[config.mk]
export PLATFORM = sky130hd
export DESIGN_NAME = upwind_cell_update_unit
export DESIGN_NICKNAME = d
export VERILOG_FILES = /design/src/rtl/core/ucu_pkg.sv /design/src/rtl/core/ucu_divider.sv /design/src/rtl/core/upwind_cell_update_unit.sv
export SDC_FILE = /design/constraint.sdc
export NUM_CORES = 2
export LEC_CHECK = 0
export ABC_AREA = 1
export BUFFER_PORTS_ARGS = -buffer_cell sky130_fd_sc_hd__buf_2
export CORE_AREA = 2 2 433 435
export DETAILED_ROUTE_END_ITERATION = 16
export DIE_AREA = 0 0 435 437
export GPL_ROUTABILITY_DRIVEN = 0
export PLACE_DENSITY = 0.57
export REMOVE_ABC_BUFFERS = 1
export SLEW_MARGIN = 20
export SYNTH_ARGS = -nofsm -noshare
export SYNTH_HDL_FRONTEND = slang
export SYNTH_SLANG_ARGS = --single-unit
[constraint.sdc]
create_clock -name clk -period 12.9 [get_ports clk]
set_input_delay 2.58 -clock clk [delete_from_list [all_inputs] [get_ports clk]]
set_output_delay 2.58 -clock clk [all_outputs]
set_load 0.02 [all_outputs]
[src/rtl/core/ucu_pkg.sv]
`timescale 1ns / 1ps
// ----------------------------------------------------------------------------
// ucu_pkg
// Shared widths, codes and types of the upwind cell update unit.
// ----------------------------------------------------------------------------
package ucu_pkg;

  localparam int FRAC_BITS  = 16;
  localparam int WORD_BITS  = 32;
  localparam int ACC_BITS   = WORD_BITS + 8;
  localparam int TS_BITS    = WORD_BITS - 1;
  localparam int AREA_BITS  = WORD_BITS - 1;
  localparam int IFRAC_BITS = FRAC_BITS + 1;

  // shared multiplier: signed, one bit wider than a word
  localparam int MUL_BITS   = WORD_BITS + 1;
  localparam int PROD_BITS  = 2 * MUL_BITS;

  // |flux_sum| * time_step is formed from two partial products
  localparam int MAG_LO     = ACC_BITS / 2;
  localparam int MAG_HI     = ACC_BITS - MAG_LO;
  localparam int PLO_BITS   = MAG_LO + TS_BITS;
  localparam int PHI_BITS   = MAG_HI + TS_BITS;
  localparam int DVD_BITS   = ACC_BITS + TS_BITS;

  // quotient bits kept; anything at or above 2^Q_BITS saturates the result
  localparam int Q_BITS     = WORD_BITS + 1;
  localparam int DIV_CNT_BITS = $clog2(Q_BITS);

  localparam int CFG_AW     = 5;

  localparam logic [2:0] KIND_NORMAL   = 3'd0;
  localparam logic [2:0] KIND_LEAK     = 3'd1;
  localparam logic [2:0] KIND_INJECTOR = 3'd2;
  localparam logic [2:0] KIND_PRODUCER = 3'd3;

  localparam logic [2:0] REG_TIME_STEP     = 3'd0;
  localparam logic [2:0] REG_INJECTOR_FLUX = 3'd1;
  localparam logic [2:0] REG_INJECT_FRAC   = 3'd2;
  localparam logic [2:0] REG_ALPHA_LOW     = 3'd3;
  localparam logic [2:0] REG_ALPHA_HIGH    = 3'd4;

  typedef struct packed {
    logic busy;
    logic done;
    logic ovf;
  } div_stat_t;

endpackage

[src/rtl/core/ucu_divider.sv]
`timescale 1ns / 1ps
// ----------------------------------------------------------------------------
// ucu_divider
// Restoring divider, one quotient bit per cycle, with overflow detect.
// ----------------------------------------------------------------------------
module ucu_divider
  import ucu_pkg::*;
(
  input  logic                  clk,
  input  logic                  rst_n,
  input  logic                  start,
  input  logic [DVD_BITS-1:0]   dividend,
  input  logic [AREA_BITS-1:0]  divisor,
  output logic [Q_BITS-1:0]     quotient,
  output div_stat_t             stat
);

  logic [AREA_BITS-1:0]    rem_r, rem_nxt;
  logic [Q_BITS-1:0]       shq_r, shq_nxt;
  logic [DIV_CNT_BITS-1:0] cnt_r;
  logic                    busy_r, done_r, ovf_r;
  logic [AREA_BITS:0]      trial, diff;
  logic                    ge;

  // dividend bits shift out at the top while quotient bits shift in below
  assign trial = {rem_r, shq_r[Q_BITS-1]};
  assign diff  = trial - {1'b0, divisor};
  assign ge    = trial >= {1'b0, divisor};

  always_comb begin
    rem_nxt = ge ? diff[AREA_BITS-1:0] : trial[AREA_BITS-1:0];
    shq_nxt = {shq_r[Q_BITS-2:0], ge};
  end

  always_ff @(posedge clk) begin
    if (!rst_n) begin
      busy_r <= 1'b0;
      done_r <= 1'b0;
      cnt_r  <= '0;
    end else begin
      done_r <= 1'b0;
      if (start) begin
        busy_r <= 1'b1;
        cnt_r  <= DIV_CNT_BITS'(Q_BITS - 1);
      end else if (busy_r) begin
        if (cnt_r == '0) begin
          busy_r <= 1'b0;
          done_r <= 1'b1;
        end else begin
          cnt_r <= cnt_r - 1'b1;
        end
      end
    end
  end

  always_ff @(posedge clk) begin
    if (start) begin
      // high part already >= divisor: quotient needs more than Q_BITS bits
      ovf_r <= dividend[DVD_BITS-1:Q_BITS] >=
               {{(DVD_BITS-Q_BITS-AREA_BITS){1'b0}}, divisor};
      rem_r <= dividend[Q_BITS+AREA_BITS-1:Q_BITS];
      shq_r <= dividend[Q_BITS-1:0];
    end else if (busy_r) begin
      rem_r <= rem_nxt;
      shq_r <= shq_nxt;
    end
  end

  assign quotient  = shq_r;
  assign stat.busy = busy_r;
  assign stat.done = done_r;
  assign stat.ovf  = ovf_r;

endmodule

[src/rtl/core/upwind_cell_update_unit.sv]
`timescale 1ns / 1ps
// ----------------------------------------------------------------------------
// upwind_cell_update_unit
// First-order upwind alpha update of one cell from its edge words.
// ----------------------------------------------------------------------------
// Usage:
//   The in_ channel carries one cell edge per word. Each edge's upwind flux
//   term goes through the shared 33x33 multiplier and is added to a 40-bit
//   saturating sum. A word with in_last_edge high closes the cell and makes
//   one out_ word: clamp(cell_alpha - time_step*sum/cell_area).
//   An edge that is not last passes accept, multiply and accumulate. A last
//   edge goes on to a valid result through two more multiplier passes for
//   the wide product, then the bit-serial divider, one quotient bit per
//   cycle. in_ready is low meanwhile. The result sits in an output register,
//   so the next cell's edges are taken while it waits; a cell close waits
//   only if that register is still full. Stalling out_ready never drops or
//   repeats a word.
//   Reset (rst_n, synchronous) clears the sum, the inflow flag and the
//   registers to their defaults (alpha_high = 1.0). Configuration goes through
//   APB, register i at byte address 4*i; the user must write only while idle.
// ----------------------------------------------------------------------------
module upwind_cell_update_unit
  import ucu_pkg::*;
(
  input  logic                          clk,
  input  logic                          rst_n,
  // edge words
  input  logic                          in_valid,
  output logic                          in_ready,
  input  logic signed [WORD_BITS-1:0]   in_edge_flux,
  input  logic [2:0]                    in_edge_kind,
  input  logic signed [WORD_BITS-1:0]   in_own_alpha,
  input  logic signed [WORD_BITS-1:0]   in_neighbor_alpha,
  input  logic                          in_neighbor_present,
  input  logic signed [WORD_BITS-1:0]   in_cell_alpha,
  input  logic [AREA_BITS-1:0]          in_cell_area,
  input  logic                          in_last_edge,
  // result words
  output logic                          out_valid,
  input  logic                          out_ready,
  output logic signed [WORD_BITS-1:0]   out_new_alpha,
  output logic                          out_clamped,
  output logic                          out_producer_inflow,
  output logic                          out_area_zero,
  // configuration
  input  logic                          psel,
  input  logic                          penable,
  input  logic                          pwrite,
  input  logic [CFG_AW-1:0]             paddr,
  input  logic [31:0]                   pwdata,
  output logic [31:0]                   prdata,
  output logic                          pready
);

  typedef enum logic [8:0] {
    S_IDLE  = 9'b000000001,
    S_MUL   = 9'b000000010,
    S_ACC   = 9'b000000100,
    S_P0    = 9'b000001000,
    S_P1    = 9'b000010000,
    S_SUM   = 9'b000100000,
    S_START = 9'b001000000,
    S_DIV   = 9'b010000000,
    S_FIN   = 9'b100000000
  } state_t;

  localparam int SH_BITS = PROD_BITS - FRAC_BITS;
  localparam int VW      = Q_BITS + 2;
  localparam logic signed [WORD_BITS-1:0] WMAX = {1'b0, {(WORD_BITS-1){1'b1}}};
  localparam logic signed [WORD_BITS-1:0] WMIN = {1'b1, {(WORD_BITS-1){1'b0}}};
  localparam logic signed [ACC_BITS-1:0]  AMAX = {1'b0, {(ACC_BITS-1){1'b1}}};
  localparam logic signed [ACC_BITS-1:0]  AMIN = {1'b1, {(ACC_BITS-1){1'b0}}};
  localparam logic signed [MUL_BITS-1:0]  ONE_X =
    {{(MUL_BITS-FRAC_BITS-1){1'b0}}, 1'b1, {FRAC_BITS{1'b0}}};

  // configuration registers
  logic [TS_BITS-1:0]          time_step_r;
  logic signed [WORD_BITS-1:0] injector_flux_r;
  logic [IFRAC_BITS-1:0]       inject_frac_r;
  logic signed [WORD_BITS-1:0] alpha_low_r;
  logic signed [WORD_BITS-1:0] alpha_high_r;

  state_t state_r, state_nxt;

  logic signed [ACC_BITS-1:0]  flux_sum_r;
  logic                        inflow_r;
  logic signed [MUL_BITS-1:0]  op_a_r, op_b_r;
  logic signed [MUL_BITS-1:0]  op_a_nxt, op_b_nxt;
  logic signed [MUL_BITS-1:0]  mul_a, mul_b;
  logic signed [PROD_BITS-1:0] prod_r;
  logic [PLO_BITS-1:0]         plo_r;
  logic [DVD_BITS-1:0]         dividend_r;
  logic                        last_r;
  logic signed [WORD_BITS-1:0] cell_r;
  logic [AREA_BITS-1:0]        area_r;

  logic                        out_valid_r;
  logic signed [WORD_BITS-1:0] out_alpha_r;
  logic                        out_clamped_r, out_inflow_r, out_area_zero_r;

  logic [Q_BITS-1:0]           quotient;
  div_stat_t                   div_stat;
  logic                        div_start;

  logic                        in_fire, cfg_wr, fin_go;
  logic [2:0]                  cfg_idx;

  // ---------------- configuration port ----------------
  assign pready  = 1'b1;
  assign cfg_idx = paddr[CFG_AW-1:2];
  assign cfg_wr  = psel && penable && pwrite;

  always_ff @(posedge clk) begin
    if (!rst_n) begin
      time_step_r     <= '0;
      injector_flux_r <= '0;
      inject_frac_r   <= '0;
      alpha_low_r     <= '0;
      alpha_high_r    <= ONE_X[WORD_BITS-1:0];
    end else if (cfg_wr) begin
      unique case (cfg_idx)
        REG_TIME_STEP:     time_step_r     <= pwdata[TS_BITS-1:0];
        REG_INJECTOR_FLUX: injector_flux_r <= pwdata;
        REG_INJECT_FRAC:   inject_frac_r   <= pwdata[IFRAC_BITS-1:0];
        REG_ALPHA_LOW:     alpha_low_r     <= pwdata;
        REG_ALPHA_HIGH:    alpha_high_r    <= pwdata;
        default: ;
      endcase
    end
  end

  always_comb begin
    unique case (cfg_idx)
      REG_TIME_STEP:     prdata = {{(32-TS_BITS){1'b0}}, time_step_r};
      REG_INJECTOR_FLUX: prdata = injector_flux_r;
      REG_INJECT_FRAC:   prdata = {{(32-IFRAC_BITS){1'b0}}, inject_frac_r};
      REG_ALPHA_LOW:     prdata = alpha_low_r;
      REG_ALPHA_HIGH:    prdata = alpha_high_r;
      default:           prdata = '0;
    endcase
  end

  // ---------------- edge term operands ----------------
  assign in_ready = (state_r == S_IDLE);
  assign in_fire  = in_valid && in_ready;

  always_comb begin
    logic signed [MUL_BITS-1:0] flux_x, own_x, nbr_x, frac_x;
    flux_x   = {in_edge_flux[WORD_BITS-1], in_edge_flux};
    own_x    = {in_own_alpha[WORD_BITS-1], in_own_alpha};
    nbr_x    = {in_neighbor_alpha[WORD_BITS-1], in_neighbor_alpha};
    frac_x   = {{(MUL_BITS-IFRAC_BITS){1'b0}}, inject_frac_r};
    op_a_nxt = '0;
    op_b_nxt = '0;
    priority if (in_edge_kind == KIND_INJECTOR) begin
      op_a_nxt = ONE_X - frac_x;
      op_b_nxt = {injector_flux_r[WORD_BITS-1], injector_flux_r};
    end else if (in_edge_kind == KIND_PRODUCER ||
                 ((in_edge_kind == KIND_NORMAL || in_edge_kind == KIND_LEAK) &&
                  !in_edge_flux[WORD_BITS-1])) begin
      op_a_nxt = flux_x;
      op_b_nxt = own_x;
    end else if (in_edge_kind == KIND_LEAK) begin
      op_a_nxt = frac_x;
      op_b_nxt = flux_x;
    end else if (in_edge_kind == KIND_NORMAL && in_neighbor_present) begin
      op_a_nxt = flux_x;
      op_b_nxt = nbr_x;
    end else begin
      // border, unused kinds, normal inflow with no neighbor: zero term
      op_a_nxt = '0;
      op_b_nxt = '0;
    end
  end

  // ---------------- shared multiplier ----------------
  logic [ACC_BITS-1:0] mag;
  assign mag = flux_sum_r[ACC_BITS-1] ? (~flux_sum_r + 1'b1) : flux_sum_r;

  always_comb begin
    unique case (state_r)
      S_P0: begin
        mul_a = {{(MUL_BITS-MAG_LO){1'b0}}, mag[MAG_LO-1:0]};
        mul_b = {{(MUL_BITS-TS_BITS){1'b0}}, time_step_r};
      end
      S_P1: begin
        mul_a = {{(MUL_BITS-MAG_HI){1'b0}}, mag[ACC_BITS-1:MAG_LO]};
        mul_b = {{(MUL_BITS-TS_BITS){1'b0}}, time_step_r};
      end
      default: begin
        mul_a = op_a_r;
        mul_b = op_b_r;
      end
    endcase
  end

  // ---------------- accumulate ----------------
  logic signed [SH_BITS-1:0]   shifted;
  logic signed [WORD_BITS-1:0] term;
  logic signed [ACC_BITS:0]    sum_w;
  logic signed [ACC_BITS-1:0]  sum_sat;

  // dropping the low bits is the floor shift
  assign shifted = prod_r[PROD_BITS-1:FRAC_BITS];

  always_comb begin
    if ((&shifted[SH_BITS-1:WORD_BITS-1]) || !(|shifted[SH_BITS-1:WORD_BITS-1]))
      term = shifted[WORD_BITS-1:0];
    else
      term = shifted[SH_BITS-1] ? WMIN : WMAX;
    sum_w = {flux_sum_r[ACC_BITS-1], flux_sum_r} +
            {{(ACC_BITS-WORD_BITS+1){term[WORD_BITS-1]}}, term};
    if (sum_w[ACC_BITS] != sum_w[ACC_BITS-1])
      sum_sat = sum_w[ACC_BITS] ? AMIN : AMAX;
    else
      sum_sat = sum_w[ACC_BITS-1:0];
  end

  // ---------------- final update ----------------
  logic [Q_BITS:0]             dmag;
  logic signed [VW-1:0]        cell_x, value_w;
  logic signed [WORD_BITS-1:0] value, res;

  always_comb begin
    if (area_r == '0)
      dmag = '0;
    else if (div_stat.ovf)
      dmag = {1'b1, {Q_BITS{1'b0}}};
    else
      dmag = {1'b0, quotient};
    cell_x  = {{(VW-WORD_BITS){cell_r[WORD_BITS-1]}}, cell_r};
    value_w = flux_sum_r[ACC_BITS-1] ? (cell_x + {1'b0, dmag})
                                     : (cell_x - {1'b0, dmag});
    if ((&value_w[VW-1:WORD_BITS-1]) || !(|value_w[VW-1:WORD_BITS-1]))
      value = value_w[WORD_BITS-1:0];
    else
      value = value_w[VW-1] ? WMIN : WMAX;
    res = value;
    if (res < alpha_low_r)  res = alpha_low_r;
    if (res > alpha_high_r) res = alpha_high_r;
  end

  // ---------------- sequencer ----------------
  assign fin_go    = !(out_valid_r && !out_ready);
  assign div_start = (state_r == S_START);

  always_comb begin
    state_nxt = state_r;
    unique case (state_r)
      S_IDLE:  if (in_fire) state_nxt = S_MUL;
      S_MUL:   state_nxt = S_ACC;
      S_ACC: begin
        if (!last_r)              state_nxt = S_IDLE;
        else if (area_r == '0)    state_nxt = S_FIN;
        else                      state_nxt = S_P0;
      end
      S_P0:    state_nxt = S_P1;
      S_P1:    state_nxt = S_SUM;
      S_SUM:   state_nxt = S_START;
      S_START: state_nxt = S_DIV;
      S_DIV:   if (div_stat.done) state_nxt = S_FIN;
      S_FIN:   if (fin_go) state_nxt = S_IDLE;
      default: state_nxt = S_IDLE;
    endcase
  end

  always_ff @(posedge clk) begin
    if (!rst_n) begin
      state_r     <= S_IDLE;
      flux_sum_r  <= '0;
      inflow_r    <= 1'b0;
      out_valid_r <= 1'b0;
    end else begin
      state_r <= state_nxt;
      if (in_fire && in_edge_kind == KIND_PRODUCER && in_edge_flux[WORD_BITS-1])
        inflow_r <= 1'b1;
      if (state_r == S_ACC)
        flux_sum_r <= sum_sat;
      if (out_valid_r && out_ready)
        out_valid_r <= 1'b0;
      if (state_r == S_FIN && fin_go) begin
        out_valid_r <= 1'b1;
        flux_sum_r  <= '0;
        inflow_r    <= 1'b0;
      end
    end
  end

  // payload registers
  always_ff @(posedge clk) begin
    if (in_fire) begin
      op_a_r <= op_a_nxt;
      op_b_r <= op_b_nxt;
      last_r <= in_last_edge;
      cell_r <= in_cell_alpha;
      area_r <= in_cell_area;
    end
    if (state_r == S_MUL || state_r == S_P0 || state_r == S_P1)
      prod_r <= mul_a * mul_b;
    if (state_r == S_P1)
      plo_r <= prod_r[PLO_BITS-1:0];
    if (state_r == S_SUM)
      dividend_r <= {{(DVD_BITS-PLO_BITS){1'b0}}, plo_r} +
                    {prod_r[PHI_BITS-1:0], {MAG_LO{1'b0}}};
    if (state_r == S_FIN && fin_go) begin
      out_alpha_r     <= res;
      out_clamped_r   <= (res != value);
      out_inflow_r    <= inflow_r;
      out_area_zero_r <= (area_r == '0);
    end
  end

  ucu_divider u_div (
    .clk      (clk),
    .rst_n    (rst_n),
    .start    (div_start),
    .dividend (dividend_r),
    .divisor  (area_r),
    .quotient (quotient),
    .stat     (div_stat)
  );

  assign out_valid           = out_valid_r;
  assign out_new_alpha       = out_alpha_r;
  assign out_clamped         = out_clamped_r;
  assign out_producer_inflow = out_inflow_r;
  assign out_area_zero       = out_area_zero_r;

`ifndef SYNTHESIS
  // divider only runs while the sequencer waits on it
  a_div_busy: assert property (@(posedge clk) disable iff (!rst_n)
    (div_stat.busy || div_stat.done) |-> (state_r == S_DIV))
    else $error("divider active outside S_DIV");

  // an accepted edge goes straight to the multiplier
  a_accept: assert property (@(posedge clk) disable iff (!rst_n)
    in_fire |=> (state_r == S_MUL))
    else $error("accepted word not sent to multiplier");

  // a new result word appears only from the final state
  a_out_src: assert property (@(posedge clk) disable iff (!rst_n)
    $rose(out_valid_r) |-> $past(state_r == S_FIN))
    else $error("result word not from S_FIN");
`endif

endmodule
==> impl_metrics.py <==
metrics = {
    "clocking": {
        "insertion_delay_ns": 0.71,
        "cts.sinks": 619,
        "cts.clk_slew.worst_paths_ns": 0.06,
        "htree_levels": 3,
        "cts_root_buf": "clkbuf_16",
        "cts_buffer_depth": 3,
        "numCtsBuffers": 73,
        "cts_tree": "done",
    },
    "die": {
        "fp.coreArea_sq_mm": 0.185,
        "die_width_um": 435,
        "die-area_sq_mm": 0.190,
        "initial_core_util_pct": 39.8,
        "core.rowCount": 158,
        "num_io_pins": 278,
        "die_h_um": 437,
    },
    "global_route": {
        "grt_pass1_vias": 61600,
        "grt_pass1_wl_mm": 378,
        "track_usage_pct": 26.1,
        "grt_max_degree": 105,
        "gr-total-overflow": 0,
        "antenna_found_initial": 14,
    },
    "timing": {
        "hold_ws_ns": 0.409,
        "setup-tns-final_ns": 0,
        "slew_violations": 0,
        "clock_skew_ns": 0.0412,
        "min_period_over_period_pct": 93.5,
        "tightest_slew_ns": 1.07,
        "hold_violations": 0,
        "relSlewSlack_pct": 28.9,
        "period_minus_slack_ns": 12.06,
        "max_freq_mhz": 82.9,
        "finalSetupViolations": 0,
    },
    "placed_design": {
        "port_buffers": 274,
        "dpl_cell_area_sq_mm": 0.0781,
        "post-dp-hpwl_mm": 204,
    },
    "logic_synthesis": {
        "ys_warn_count": 0,
        "yosysSeqAreaShare_pct": 22.5,
        "synthDominantCellAreaShare_pct": 30.6,
        "synthDistinctLibCells": 68,
        "synth_area_sq_mm": 0.0736,
        "syn_inst": 8638,
        "synth_ff_type": "edfxtp_1",
        "syn_area_per_cell_sq_um": 8.53,
        "synth_edf_count": 416,
        "synth-seq-cells": 619,
        "synthArstFlopShare_pct": 0,
        "yosysTopAreaCell": "fa_1",
        "synth.area.top_cells": "fa_1, edfxtp_1, nand2_1",
    },
    "drt": {
        "drc": 0,
        "via_per_inst": 5.33,
        "routed_wl_mm": 248,
        "wire_per_inst_um": 21.8,
        "drtIter0Drc": 5603,
        "ant_nets": 0,
        "dr.pass1.iters": 6,
        "dr_total_vias": 60700,
    },
    "worst_setup_path": {
        "max_stage_delay_ns": 0.59,
        "arrival_ns": 12.47,
        "cp_common_cell": "fa_1",
        "crit_fanout": 5,
        "critical_path.slowest_cell": "fa_1",
        "cp-end-kind": "register",
        "r2r_start": "flux_sum_r[1]",
        "cp.required_ns": 13.31,
        "crit_type": "register to register",
        "startpoint": "flux_sum_r[1]",
        "startpoint_type": "register",
    },
    "cells_and_area": {
        "final_cell_area_sq_mm": 0.0809,
        "drive_gt1_share_pct": 7.75,
        "fin_util_pct": 43.7,
        "syn_to_final_growth_pct": 9.79,
        "nets": 10600,
    },
    "min_path": {
        "hold_class": "register to register",
        "min_from": "plo_r[11]",
    },
    "run": {
        "maxCapViolCount": 0,
    },
    "run_status": {
        "status": "complete, no violations",
    },
}
-- registers in the layout, indices dropped and copies added (netlist names), 6 cells and up --
name	count
cell_r	32
state_r	9
plo_r	51
out_new_alpha	32
u_div.cnt_r	6
time_step_r	31
dividend_r	71
op_a_r	32
prod_r	66
alpha_high_r	32
op_b_r	32
u_div.quotient	33
flux_sum_r	40
area_r	31
u_div.rem_r	31
injector_flux_r	32
alpha_low_r	32
inject_frac_r	17
-- cell families (layout without fill, tap and decap cells) --
family	Yosys count	after routing	share of synthesized area, %
compound gates	1267	1267	9.77
other cells	1	2	0.00509
simple gates	2953	2953	16.2
buf+inv	1964	2224	10.2
flops	619	619	22.5
xor+xnor	255	255	3.03
fa+ha+maj	1579	1579	38.3
-- final timing paths --
check,to,slack (ns),depth (start not counted)
max reg2reg,prod_r[57],0.84,56
max,prod_r[57],0.84,56
min,dividend_r[11],0.41,0
min reg2reg,dividend_r[11],0.41,0
-- area by class of cell --
class | count | area, sq um
antenna | 1 | 2.50
clock buffer | 85 | 1920
clock inverter | 50 | 561
fill | 18300 | 104000
inverter | 1654 | 6220
multi-input combinational | 6055 | 49900
sequential | 619 | 16600
tap | 2480 | 3100
timing repair buffer | 435 | 2620
-- layer usage --
metal  track usage, %  share of wire, %  up-vias
met1             34.1                41    30000
met5                0            0.0081        -
met2             40.4                44     2551
li1                 -                 -    27600
met3             6.24               9.3      588
met4             13.3               6.0        2
-- critical path, delay by kind of cell (launching register included) --
family                     cells  cell delay [ns]
AOI/OAI and AO/OA             12             2.92
xor gates and xnor gates       1             0.18
adders and majority gates      9             4.33
buffers and inverters         13             1.26
DFF                            1             0.39
and+or+nand+nor               21             2.69
-- placed cells by master, fill, tap and decap left out, types with 14 or more instances in the layout --
master,synthesis,final
a21o_1,14,14
a21oi_1,439,421
a21oi_2,1,16
a221oi_1,50,50
a31oi_1,81,81
buf_2,23,273
buf_4,4,157
clkbuf_16,0,75
clkinv_1,29,37
dfxtp_1,203,202
edfxtp_1,416,416
fa_1,1126,1126
ha_1,453,453
inv_1,1612,1608
inv_2,12,16
nand2_1,1658,1651
nand2_2,33,38
nand3_1,275,274
nand4_1,38,38
nor2_1,826,821
nor3_1,48,44
nor4_1,26,25
o211ai_1,23,23
o21a_1,18,18
o21ai_0,467,459
o21ai_1,29,30
o22ai_1,34,34
o31ai_1,15,15
xnor2_1,107,107
xor2_1,148,147
-- synth_stat cells, types with 33 or more instances --
cell type     n
a21oi_1     439
nor3_1       48
ha_1        453
nand3_1     275
a31oi_1      81
o22ai_1      34
nand2_2      33
fa_1       1126
clkbuf_1    244
xor2_1      148
a221oi_1     50
o21ai_0     467
edfxtp_1    416
xnor2_1     107
dfxtp_1     203
nand2_1    1658
nor2_1      826
inv_1      1612
nand4_1      38
-- metrics by stage --
| stage | worst slack (ns) | std cells |
|---|---|---|
| 2_1_floorplan | -1.03 | 8328 |
| 3_3_place_gp | 0.530 | 11200 |
| 3_5_place_dp | 0.301 | 11200 |
| 4_1_cts | 0.275 | 11400 |
| 5_1_grt | -0.000200 | 11400 |
| 6_report | 0.841 | 11400 |
-- what timing repair did --
item,4_1_cts,5_1_grt
resized for setup,0,39
buffers inserted,0,9
hold buffers,0,0
setup endpoints to repair,0,39
endpoints found under the hold margin,0,0
Power is not shown: default switching activity piles up to over one toggle a cycle in this logic, so the estimate is an artifact.
